[src/hw/rtl/hmlf_pkg.sv]
package hmlf_pkg;

    localparam int LENGTH_BITS_DEF = 32;
    localparam int TOTAL_W         = 32;
    localparam int KEY_LEN         = 15;

    localparam logic [7:0] CH_NUL   = 8'h00;
    localparam logic [7:0] CH_TAB   = 8'h09;
    localparam logic [7:0] CH_LF    = 8'h0A;
    localparam logic [7:0] CH_CR    = 8'h0D;
    localparam logic [7:0] CH_SPACE = 8'h20;
    localparam logic [7:0] CH_PLUS  = 8'h2B;
    localparam logic [7:0] CH_MINUS = 8'h2D;
    localparam logic [7:0] CH_ZERO  = 8'h30;
    localparam logic [7:0] CH_NINE  = 8'h39;
    localparam logic [7:0] CH_UP_A  = 8'h41;
    localparam logic [7:0] CH_UP_Z  = 8'h5A;

    // Progress through the CR LF CR LF that closes the header.
    typedef enum logic [1:0] {
        EOL_NONE,
        EOL_CR,
        EOL_CRLF,
        EOL_CRLFCR
    } eol_state_t;

    typedef enum logic [1:0] {
        KP_LINE_START,
        KP_SKIP_LINE,
        KP_FOUND
    } key_phase_t;

    typedef enum logic [1:0] {
        NP_IDLE,
        NP_SPACE,
        NP_DIGITS,
        NP_DONE
    } num_phase_t;

    typedef struct packed {
        logic [7:0] data_byte;
        logic       first;
    } in_beat_t;

    typedef struct packed {
        logic               header_found;
        logic               complete;
        logic               length_error;
        logic [TOTAL_W-1:0] total_length;
    } result_t;

    function automatic logic [7:0] to_lower(input logic [7:0] c);
        logic [7:0] r;
        r = c;
        if (c >= CH_UP_A && c <= CH_UP_Z) begin
            r = c + 8'd32;
        end
        return r;
    endfunction

    function automatic logic is_space(input logic [7:0] c);
        return (c == CH_SPACE) || (c >= CH_TAB && c <= CH_CR);
    endfunction

    function automatic logic is_digit(input logic [7:0] c);
        return (c >= CH_ZERO) && (c <= CH_NINE);
    endfunction

    // Lower-case text of the key "content-length:".
    function automatic logic [7:0] key_char(input logic [3:0] pos);
        logic [7:0] r;
        case (pos)
            4'd0:    r = 8'h63; // c
            4'd1:    r = 8'h6F; // o
            4'd2:    r = 8'h6E; // n
            4'd3:    r = 8'h74; // t
            4'd4:    r = 8'h65; // e
            4'd5:    r = 8'h6E; // n
            4'd6:    r = 8'h74; // t
            4'd7:    r = 8'h2D; // -
            4'd8:    r = 8'h6C; // l
            4'd9:    r = 8'h65; // e
            4'd10:   r = 8'h6E; // n
            4'd11:   r = 8'h67; // g
            4'd12:   r = 8'h74; // t
            4'd13:   r = 8'h68; // h
            4'd14:   r = 8'h3A; // :
            default: r = 8'hFF;
        endcase
        return r;
    endfunction

endpackage

[src/hw/rtl/hmlf_in_stage.sv]
module hmlf_in_stage (
    input  logic               aclk,
    input  logic               aresetn,
    input  logic               s_valid,
    output logic               s_ready,
    input  hmlf_pkg::in_beat_t s_beat,
    output logic               beat_valid,
    output hmlf_pkg::in_beat_t beat,
    input  logic               beat_take
);
    import hmlf_pkg::*;

    logic     valid_reg;
    logic     valid_next;
    in_beat_t beat_reg;

    // The register refills in the same cycle that the scan stage drains it.
    assign s_ready    = !valid_reg || beat_take;
    assign beat_valid = valid_reg;
    assign beat       = beat_reg;

    always_comb begin
        valid_next = valid_reg;
        if (s_valid && s_ready) begin
            valid_next = 1'b1;
        end else if (beat_take) begin
            valid_next = 1'b0;
        end
    end

    always_ff @(posedge aclk) begin
        if (!aresetn) begin
            valid_reg <= 1'b0;
        end else begin
            valid_reg <= valid_next;
        end
    end

    always_ff @(posedge aclk) begin
        if (s_valid && s_ready) begin
            beat_reg <= s_beat;
        end
    end

endmodule

[src/hw/rtl/hmlf_scan.sv]
module hmlf_scan #(
    parameter int LENGTH_BITS = hmlf_pkg::LENGTH_BITS_DEF
) (
    input  logic               aclk,
    input  logic               aresetn,
    input  logic               beat_valid,
    input  hmlf_pkg::in_beat_t beat,
    output logic               beat_take,
    output logic               m_valid,
    input  logic               m_ready,
    output hmlf_pkg::result_t  result
);
    import hmlf_pkg::*;

    localparam int LW = LENGTH_BITS;
    localparam logic [LW-1:0] LEN_MAX = {LW{1'b1}};

    eol_state_t    eol_reg,   eol_next,   eol_cur;
    logic          hdr_reg,   hdr_next,   hdr_cur;
    key_phase_t    kp_reg,    kp_next,    kp_cur;
    logic [3:0]    kmp_reg,   kmp_next,   kmp_cur;
    num_phase_t    np_reg,    np_next,    np_cur;
    logic          err_reg,   err_next,   err_cur;
    logic [LW-1:0] bytes_reg, bytes_next, bytes_cur;
    logic [LW-1:0] cv_reg,    cv_next,    cv_cur;
    logic [LW-1:0] total_reg, total_next, total_cur;
    logic          out_valid_reg;
    result_t       result_reg, result_next;

    logic          advance;
    logic [7:0]    c;
    logic          prev_cr;
    logic [3:0]    pos;
    logic [LW+3:0] cv_wide;
    logic [LW+3:0] mac;
    logic [LW:0]   hdr_sum;
    logic          found_now;
    logic          done;
    logic [63:0]   total_ext;

    assign advance   = beat_valid && (!out_valid_reg || m_ready);
    assign beat_take = advance;
    assign m_valid   = out_valid_reg;
    assign result    = result_reg;
    assign c         = beat.data_byte;

    // A beat flagged as first sees the reset state.
    always_comb begin
        eol_cur   = beat.first ? EOL_NONE      : eol_reg;
        hdr_cur   = beat.first ? 1'b0          : hdr_reg;
        kp_cur    = beat.first ? KP_LINE_START : kp_reg;
        kmp_cur   = beat.first ? 4'd0          : kmp_reg;
        np_cur    = beat.first ? NP_IDLE       : np_reg;
        err_cur   = beat.first ? 1'b0          : err_reg;
        bytes_cur = beat.first ? '0            : bytes_reg;
        cv_cur    = beat.first ? '0            : cv_reg;
        total_cur = beat.first ? '0            : total_reg;
    end

    // Times ten plus digit; any bit above LW flags overflow.
    assign cv_wide = {4'b0000, cv_cur};
    assign mac     = (cv_wide << 3) + (cv_wide << 1) + {{LW{1'b0}}, c[3:0]};
    assign prev_cr = (eol_cur == EOL_CR) || (eol_cur == EOL_CRLFCR);
    assign pos     = (kmp_cur < 4'(KEY_LEN)) ? kmp_cur : 4'd0;
    // The content value never changes on a line feed, so the current one is used.
    assign hdr_sum = {1'b0, bytes_next} + {1'b0, cv_cur};

    always_comb begin
        eol_next   = eol_cur;
        hdr_next   = hdr_cur;
        kp_next    = kp_cur;
        kmp_next   = kmp_cur;
        np_next    = np_cur;
        err_next   = err_cur;
        cv_next    = cv_cur;
        total_next = total_cur;
        found_now  = 1'b0;
        bytes_next = (bytes_cur != LEN_MAX) ? bytes_cur + 1'b1 : bytes_cur;

        if (!hdr_cur) begin
            if (c == CH_NUL) begin
                err_next = 1'b1;
            end

            unique case (np_cur)
                NP_SPACE: begin
                    if (!is_space(c)) begin
                        if (c == CH_PLUS) begin
                            np_next = NP_DIGITS;
                        end else if (c == CH_MINUS) begin
                            err_next = 1'b1;
                            np_next  = NP_DONE;
                        end else if (is_digit(c)) begin
                            cv_next = {{(LW-4){1'b0}}, c[3:0]};
                            np_next = NP_DIGITS;
                        end else begin
                            np_next = NP_DONE;
                        end
                    end
                end
                NP_DIGITS: begin
                    if (is_digit(c)) begin
                        if (mac[LW+3:LW] != 4'd0) begin
                            err_next = 1'b1;
                            np_next  = NP_DONE;
                        end else begin
                            cv_next = mac[LW-1:0];
                        end
                    end else begin
                        np_next = NP_DONE;
                    end
                end
                default: begin
                end
            endcase

            unique case (kp_cur)
                KP_LINE_START: begin
                    if (to_lower(c) == key_char(pos)) begin
                        if (pos == 4'(KEY_LEN - 1)) begin
                            kp_next  = KP_FOUND;
                            kmp_next = 4'd0;
                            np_next  = NP_SPACE;
                        end else begin
                            kmp_next = pos + 4'd1;
                        end
                    end else begin
                        kmp_next = 4'd0;
                        kp_next  = (prev_cr && c == CH_LF) ? KP_LINE_START : KP_SKIP_LINE;
                    end
                end
                KP_SKIP_LINE: begin
                    if (prev_cr && c == CH_LF) begin
                        kp_next  = KP_LINE_START;
                        kmp_next = 4'd0;
                    end
                end
                default: begin
                end
            endcase

            if (c == CH_CR) begin
                eol_next = (eol_cur == EOL_CRLF) ? EOL_CRLFCR : EOL_CR;
            end else if (c == CH_LF && eol_cur == EOL_CR) begin
                eol_next = EOL_CRLF;
            end else if (c == CH_LF && eol_cur == EOL_CRLFCR) begin
                eol_next   = EOL_NONE;
                hdr_next   = 1'b1;
                found_now  = 1'b1;
                total_next = hdr_sum[LW-1:0];
                if (np_next != NP_IDLE) begin
                    np_next = NP_DONE;
                end
                if (hdr_sum[LW]) begin
                    err_next = 1'b1;
                end
            end else begin
                eol_next = EOL_NONE;
            end
        end
    end

    // On the header's last byte the count equals the header length, so the
    // message is already complete only when the content length is zero.
    always_comb begin
        if (found_now) begin
            done = !err_next && (cv_cur == '0);
        end else begin
            done = hdr_next && !err_next && (bytes_next >= total_cur);
        end
        total_ext                = (hdr_next && !err_next) ? 64'(total_next) : 64'd0;
        result_next.header_found = hdr_next;
        result_next.complete     = done;
        result_next.length_error = err_next;
        result_next.total_length = total_ext[TOTAL_W-1:0];
    end

    always_ff @(posedge aclk) begin
        if (!aresetn) begin
            eol_reg       <= EOL_NONE;
            hdr_reg       <= 1'b0;
            kp_reg        <= KP_LINE_START;
            kmp_reg       <= 4'd0;
            np_reg        <= NP_IDLE;
            err_reg       <= 1'b0;
            bytes_reg     <= '0;
            cv_reg        <= '0;
            total_reg     <= '0;
            out_valid_reg <= 1'b0;
        end else begin
            if (advance) begin
                eol_reg       <= eol_next;
                hdr_reg       <= hdr_next;
                kp_reg        <= kp_next;
                kmp_reg       <= kmp_next;
                np_reg        <= np_next;
                err_reg       <= err_next;
                bytes_reg     <= bytes_next;
                cv_reg        <= cv_next;
                total_reg     <= total_next;
                out_valid_reg <= 1'b1;
            end else if (m_ready) begin
                out_valid_reg <= 1'b0;
            end
        end
    end

    always_ff @(posedge aclk) begin
        if (advance) begin
            result_reg <= result_next;
        end
    end

endmodule

[src/hw/rtl/http_message_length_framer.sv]
// Channel   Direction  Ports
// s_        in         s_valid, s_ready, s_data_byte, s_first
// m_        out        m_valid, m_ready, m_header_found, m_complete,
//                      m_length_error, m_total_length
//
// One byte per cycle while m_ready takes each result; each result is registered.
// The scan state updates in one step between the input register and the
// result register, so throughput is set only by m_ready.
// Reset is synchronous and active low and clears all scan state.
// A held result stalls the scan stage; the input register still takes one beat.
module http_message_length_framer #(
    parameter int LENGTH_BITS = hmlf_pkg::LENGTH_BITS_DEF
) (
    input  logic                         aclk,
    input  logic                         aresetn,
    input  logic                         s_valid,
    output logic                         s_ready,
    input  logic [7:0]                   s_data_byte,
    input  logic                         s_first,
    output logic                         m_valid,
    input  logic                         m_ready,
    output logic                         m_header_found,
    output logic                         m_complete,
    output logic                         m_length_error,
    output logic [hmlf_pkg::TOTAL_W-1:0] m_total_length
);
    import hmlf_pkg::*;

    in_beat_t s_beat;
    in_beat_t beat;
    logic     beat_valid;
    logic     beat_take;
    result_t  result;

    assign s_beat.data_byte = s_data_byte;
    assign s_beat.first     = s_first;

    hmlf_in_stage u_in_stage (
        .aclk       (aclk),
        .aresetn    (aresetn),
        .s_valid    (s_valid),
        .s_ready    (s_ready),
        .s_beat     (s_beat),
        .beat_valid (beat_valid),
        .beat       (beat),
        .beat_take  (beat_take)
    );

    hmlf_scan #(
        .LENGTH_BITS (LENGTH_BITS)
    ) u_scan (
        .aclk       (aclk),
        .aresetn    (aresetn),
        .beat_valid (beat_valid),
        .beat       (beat),
        .beat_take  (beat_take),
        .m_valid    (m_valid),
        .m_ready    (m_ready),
        .result     (result)
    );

    assign m_header_found = result.header_found;
    assign m_complete     = result.complete;
    assign m_length_error = result.length_error;
    assign m_total_length = result.total_length;

endmodule

[config.mk]
export PLATFORM = sky130hd
export DESIGN_NAME = http_message_length_framer
export DESIGN_NICKNAME = d
export VERILOG_FILES = /design/src/hw/rtl/hmlf_pkg.sv /design/src/hw/rtl/hmlf_in_stage.sv /design/src/hw/rtl/hmlf_scan.sv /design/src/hw/rtl/http_message_length_framer.sv
export SDC_FILE = /design/constraint.sdc
export NUM_CORES = 1
export LEC_CHECK = 0
export BUFFER_PORTS_ARGS = -buffer_cell sky130_fd_sc_hd__buf_4
export CAP_MARGIN = 40
export CELL_PAD_IN_SITES_DETAIL_PLACEMENT = 2
export CELL_PAD_IN_SITES_GLOBAL_PLACEMENT = 2
export CORE_MARGIN = 8
export CORE_UTILIZATION = 42
export DETAILED_ROUTE_END_ITERATION = 12
export PLACE_DENSITY_LB_ADDON = 0.05
export SETUP_SLACK_MARGIN = 0.02
export SYNTH_ARGS = -nofsm -noshare
export SYNTH_HDL_FRONTEND = slang
export SYNTH_SLANG_ARGS = --single-unit
[constraint.sdc]
create_clock -name aclk -period 11.15 [get_ports aclk]
set_input_delay 0.5575 -clock aclk [delete_from_list [all_inputs] [get_ports aclk]]
set_output_delay 0.5575 -clock aclk [all_outputs]
set_load 0.01 [all_outputs]
==> qor_table.md <==
| Item | Value |
| --- | --- |
| Status | finished, final reports clean |
| Peak fanout along the critical path | 46 |
| Number of placed instances with taps included | 2066 |
| Kind of launch point of the worst setup path | register |
| Clk buf depth | 2 |
| Average routed wire per standard cell | 24.9 um |
| Number of cells in the finished layout apart from fillers | 2098 |
| Setup crit end kind | register |
| Pwr dens | 92.2 mW/mm^2 |
| Standard cell core area | 0.0315 sq mm |
| Post-synth cell types | 87 |
| Final routed wirelength across all metal layers | 52300 um |
| Worst path required time | 11.41 ns |
| Combinational share of power | 10.5% |
| Number of H-tree branching levels | 4 |
| Number of buffers inserted for hold repair after clock tree synthesis | 0 |
| Number of storage elements in the synthesis netlist | 154 |
| Num CTS Buffers | 17 |
| Worst Setup Path Type | reg -> reg |
| Leading cell type in the layout, fill and taps excluded | sky130_fd_sc_hd__nand2_1 |
| R2r worst-path depth | 20 |
| Time the worst path needs with I/O delays and setup | 6.88 ns |
| Antenna diode count | 0 |
| Layout area overhead | 9.42% |
| Capture point of the worst reg-to-reg path | u_scan.result[22]$_SDFFCE_PN0P_ |
| Post-CTS Resized | 0 |
| Number of enable-type register cells in the synthesized netlist | 44 |
| Number of logic stages on the critical path including buffering | 20 |
| Synthesis warning total | 0 |
| # Max-Cap Violations | 0 |
| Number of global-route vias before repair | 14.4k |
| Achievable frequency | 0.145 GHz |
| Slew Limit Fails | 0 |
| Leak pwr | 6.10 nW |
| Initial cell density of the core | 42.5% |
| HPWL reported at the end of detailed placement | 38900 um |
| Finished Core Util | 46.5% |
| Slew @ Worst Pin | 0.911 ns |
| First-pass DRT Iterations | 5 |
| Hold_sp | s_data_byte[0] |
| Count of filler cells inserted in the layout | 3627 |
| Register area share after synthesis | 26.4% |
| Buffers plus inverters on the worst setup path | 2 |
| Register share of total power | 45.0% |
| Total overflow reported by the global router | 0 |
| Switching component of the power | 0.000371 W |
| Reg-to-reg slack, setup | 4.27 ns |
| Share of total power in the clock network | 44.6% |
| Most instantiated flip-flop cell in the synthesis netlist | sky130_fd_sc_hd__dfxtp_1 |
| Fraction of final layout cells with drive strength greater than 1 | 8.84% |
| Cell-internal power | 0.000977 W |
| Sequential standard cell area | 0.00352 sq mm |
| Switching Fraction | 27.5% |
| Clock transition at the registers of the reported paths | 0.07 ns |
| Worst R2R Start | u_in_stage.beat[0]$_DFFE_PP_ |
| Source-to-sink clock delay at the later pin of the worst-skew pair | 0.45 ns |
| Post-route DRC violation count | 0 |
| DR iter-0 viols | 756 |
| Cells after Synth | 1691 |
| Pin count of the biggest net entering global routing | 76 |
| Syn Nets | 1844 |
| Count of buffers inserted at the top-level ports | 49 |
| Gr usage total | 27.6% |
| Critical Path Max Stage Delay | 0.70 ns |
| Portion of the clock cycle consumed by the worst path in the final layout | 61.7% |
| Clock sink count | 154 |
| Setup tns final | 0 ns |
| Worst hold-check path type | in -> reg |
| Die height | 194 um |
| Die Width | 194 um |
| Layout net count | 1836 |
| Remaining antenna violation count after routing | 0 |
| Wire length of the first global-routing pass | 83400 um |
| Number of endpoints failing setup at the final stage | 0 |
| Total I/O pin count | 50 |
| Worst EP arrival | 7.14 ns |
| Number of standard-cell rows in the floorplan | 65 |
| Clock tree from TritonCTS | built |
| Area of the multi-input gates | 0.00930 sq mm |
| Post-CTS Setup Inserts | 0 |
| Area enclosed by the die boundary | 0.0378 sq mm |
| FFs w/ async S/R, synth | 0% |
| Flip-flop count of the largest register after layout | 35 |
| Gpl congestion | 0.917 |
| Initial antenna violation count | 0 |
| CP Cell Sequence | buf_4 > nor2b_1 > ha_1 > nand4b_1 > nor4_2 > nand3_1 > xnor2_1 > nor2b_1 > fa_1 > a211oi_1 > o211ai_1 > nand2_1 > o211ai_1 > a211oi_1 > o31a_1 > a21oi_1 > a21oi_1 > a32oi_2 > buf_4 > a311oi_1 |
| Via density per instance | 6.33 |
| Number of vias in the routed layout | 13.3k |
| Relative slew margins | 39.3% |
| Top library cells by usage in the layout, fill and taps aside | sky130_fd_sc_hd__nand2_1 (199), sky130_fd_sc_hd__ha_1 (138), sky130_fd_sc_hd__a21oi_1 (132) |
| Cell with the largest stage delay on the worst path | sky130_fd_sc_hd__a211oi_1 |
| Worst hold path endpoint | u_in_stage.beat[1]$_DFFE_PP_ |
| Root buffer cell | sky130_fd_sc_hd__clkbuf_16 |
| VDD IR max | 0.000112 V |
| Worst Hold Depth | 1 |
| Top delay family on crit path | compound AO/OA/AOI/OAI gates |
| Fin. Hold Viols | 0 |
| Mean post-synth cell area | 7.90 sq um |
| Unrepaired setup endpoints after global routing | false |
| Syn Std Cell Area | 0.0134 sq mm |
| Post-route clock skew | 0.0116 ns |
-- layout make-up --
type / instances / share of cell area [%]
Timing Repair Buffer: 71 / 3.72
Inverter: 45 / 1.16
Sequential cell: 154 / 24.1
Multi-Input combinational cell: 1394 / 63.6
Clock inverter: 9 / 0.590
Clock buffer: 23 / 3.41
Tap cell: 402 / 3.44
-- synthesized netlist by cell type, types with 7 or more instances --
| cell type | n | area share (%) |
|---|---|---|
| sky130_fd_sc_hd__a211oi_1 | 22 | 1.2 |
| sky130_fd_sc_hd__a21boi_0 | 22 | 1.2 |
| sky130_fd_sc_hd__a21o_1 | 42 | 2.4 |
| sky130_fd_sc_hd__a21oi_1 | 132 | 4.9 |
| sky130_fd_sc_hd__a22oi_1 | 41 | 2.3 |
| sky130_fd_sc_hd__a31oi_1 | 26 | 1.2 |
| sky130_fd_sc_hd__and2_1 | 14 | 0.66 |
| sky130_fd_sc_hd__and3_1 | 12 | 0.56 |
| sky130_fd_sc_hd__and4_1 | 7 | 0.46 |
| sky130_fd_sc_hd__buf_1 | 7 | 0.20 |
| sky130_fd_sc_hd__buf_2 | 10 | 0.37 |
| sky130_fd_sc_hd__clkbuf_1 | 79 | 2.2 |
| sky130_fd_sc_hd__dfxtp_1 | 110 | 16 |
| sky130_fd_sc_hd__edfxtp_1 | 44 | 9.9 |
| sky130_fd_sc_hd__ha_1 | 138 | 13 |
| sky130_fd_sc_hd__inv_1 | 45 | 1.3 |
| sky130_fd_sc_hd__mux2i_1 | 7 | 0.52 |
| sky130_fd_sc_hd__nand2_1 | 199 | 5.6 |
| sky130_fd_sc_hd__nand2b_1 | 9 | 0.42 |
| sky130_fd_sc_hd__nand3_1 | 47 | 1.8 |
| sky130_fd_sc_hd__nand4_1 | 25 | 1.2 |
| sky130_fd_sc_hd__nor2_1 | 133 | 3.7 |
| sky130_fd_sc_hd__nor2b_1 | 95 | 4.4 |
| sky130_fd_sc_hd__nor3_1 | 37 | 1.4 |
| sky130_fd_sc_hd__nor3b_1 | 11 | 0.62 |
| sky130_fd_sc_hd__nor4_1 | 12 | 0.56 |
| sky130_fd_sc_hd__o211a_1 | 11 | 0.82 |
| sky130_fd_sc_hd__o211ai_1 | 14 | 0.79 |
| sky130_fd_sc_hd__o21a_1 | 15 | 0.84 |
| sky130_fd_sc_hd__o21ai_0 | 105 | 3.9 |
| sky130_fd_sc_hd__o21bai_1 | 12 | 0.67 |
| sky130_fd_sc_hd__xnor2_1 | 54 | 3.5 |
| sky130_fd_sc_hd__xor2_1 | 34 | 2.2 |
-- layer usage --
metal	wire [um]	GRT usage, %
met5	0	0
met4	1580	9.50
met3	1850	4.18
met2	25300	47.6
met1	23600	34.8
-- how the worst max path moves through the flow --
| stage | start | end |
|---|---|---|
| floorplan | u_in_stage.beat[0]$_DFFE_PP_ | u_scan.result[2]$_SDFFCE_PN0P_ |
| global placement | u_in_stage.beat[0]$_DFFE_PP_ | u_scan.result[23]$_SDFFCE_PN0P_ |
| detailed placement | u_in_stage.beat[0]$_DFFE_PP_ | u_scan.result[11]$_SDFFCE_PN0P_ |
| CTS | u_in_stage.beat[0]$_DFFE_PP_ | u_scan.result[22]$_SDFFCE_PN0P_ |
| global route | u_in_stage.beat[0]$_DFFE_PP_ | u_scan.result[22]$_SDFFCE_PN0P_ |
| finish | u_in_stage.beat[0]$_DFFE_PP_ | u_scan.result[22]$_SDFFCE_PN0P_ |
-- power groups by stage --
stage               Combinational (W)  Sequential (W)  Clock, W
global placement             0.000133        0.000617         0
CTS                          0.000142        0.000606  0.000608
global route                 0.000154        0.000608  0.000629
detailed placement           0.000140        0.000618         0
finish                       0.000141        0.000606  0.000601
floorplan                   0.0000873        0.000614         0
-- through the flow --
step	hold WS (ns)	total power [W]	setup slack, ns	instance area, sq um
after floorplan	0.433	0.000702	5.97	13400
after global placement	0.444	0.000750	4.71	14000
after detailed placement	0.459	0.000758	4.52	14000
after CTS	0.270	0.00136	4.38	14600
after global routing	0.269	0.00139	3.97	14600
final	0.280	0.00135	4.27	14600
-- kinds of logic (layout without fill, tap and decap cells) --
kind of cell	after synthesis	in the layout	synth area share (%)
AOI/OAI and AO/OA	516	516	25.5
xor gates and xnor gates	88	88	5.77
adders and majority gates	140	140	13.2
buffers and inverters	143	148	4.19
DFF	154	154	26.4
muxes	12	12	0.946
and+or+nand+nor	638	638	24.0
Note: power is estimated with default switching activity, not from simulation.
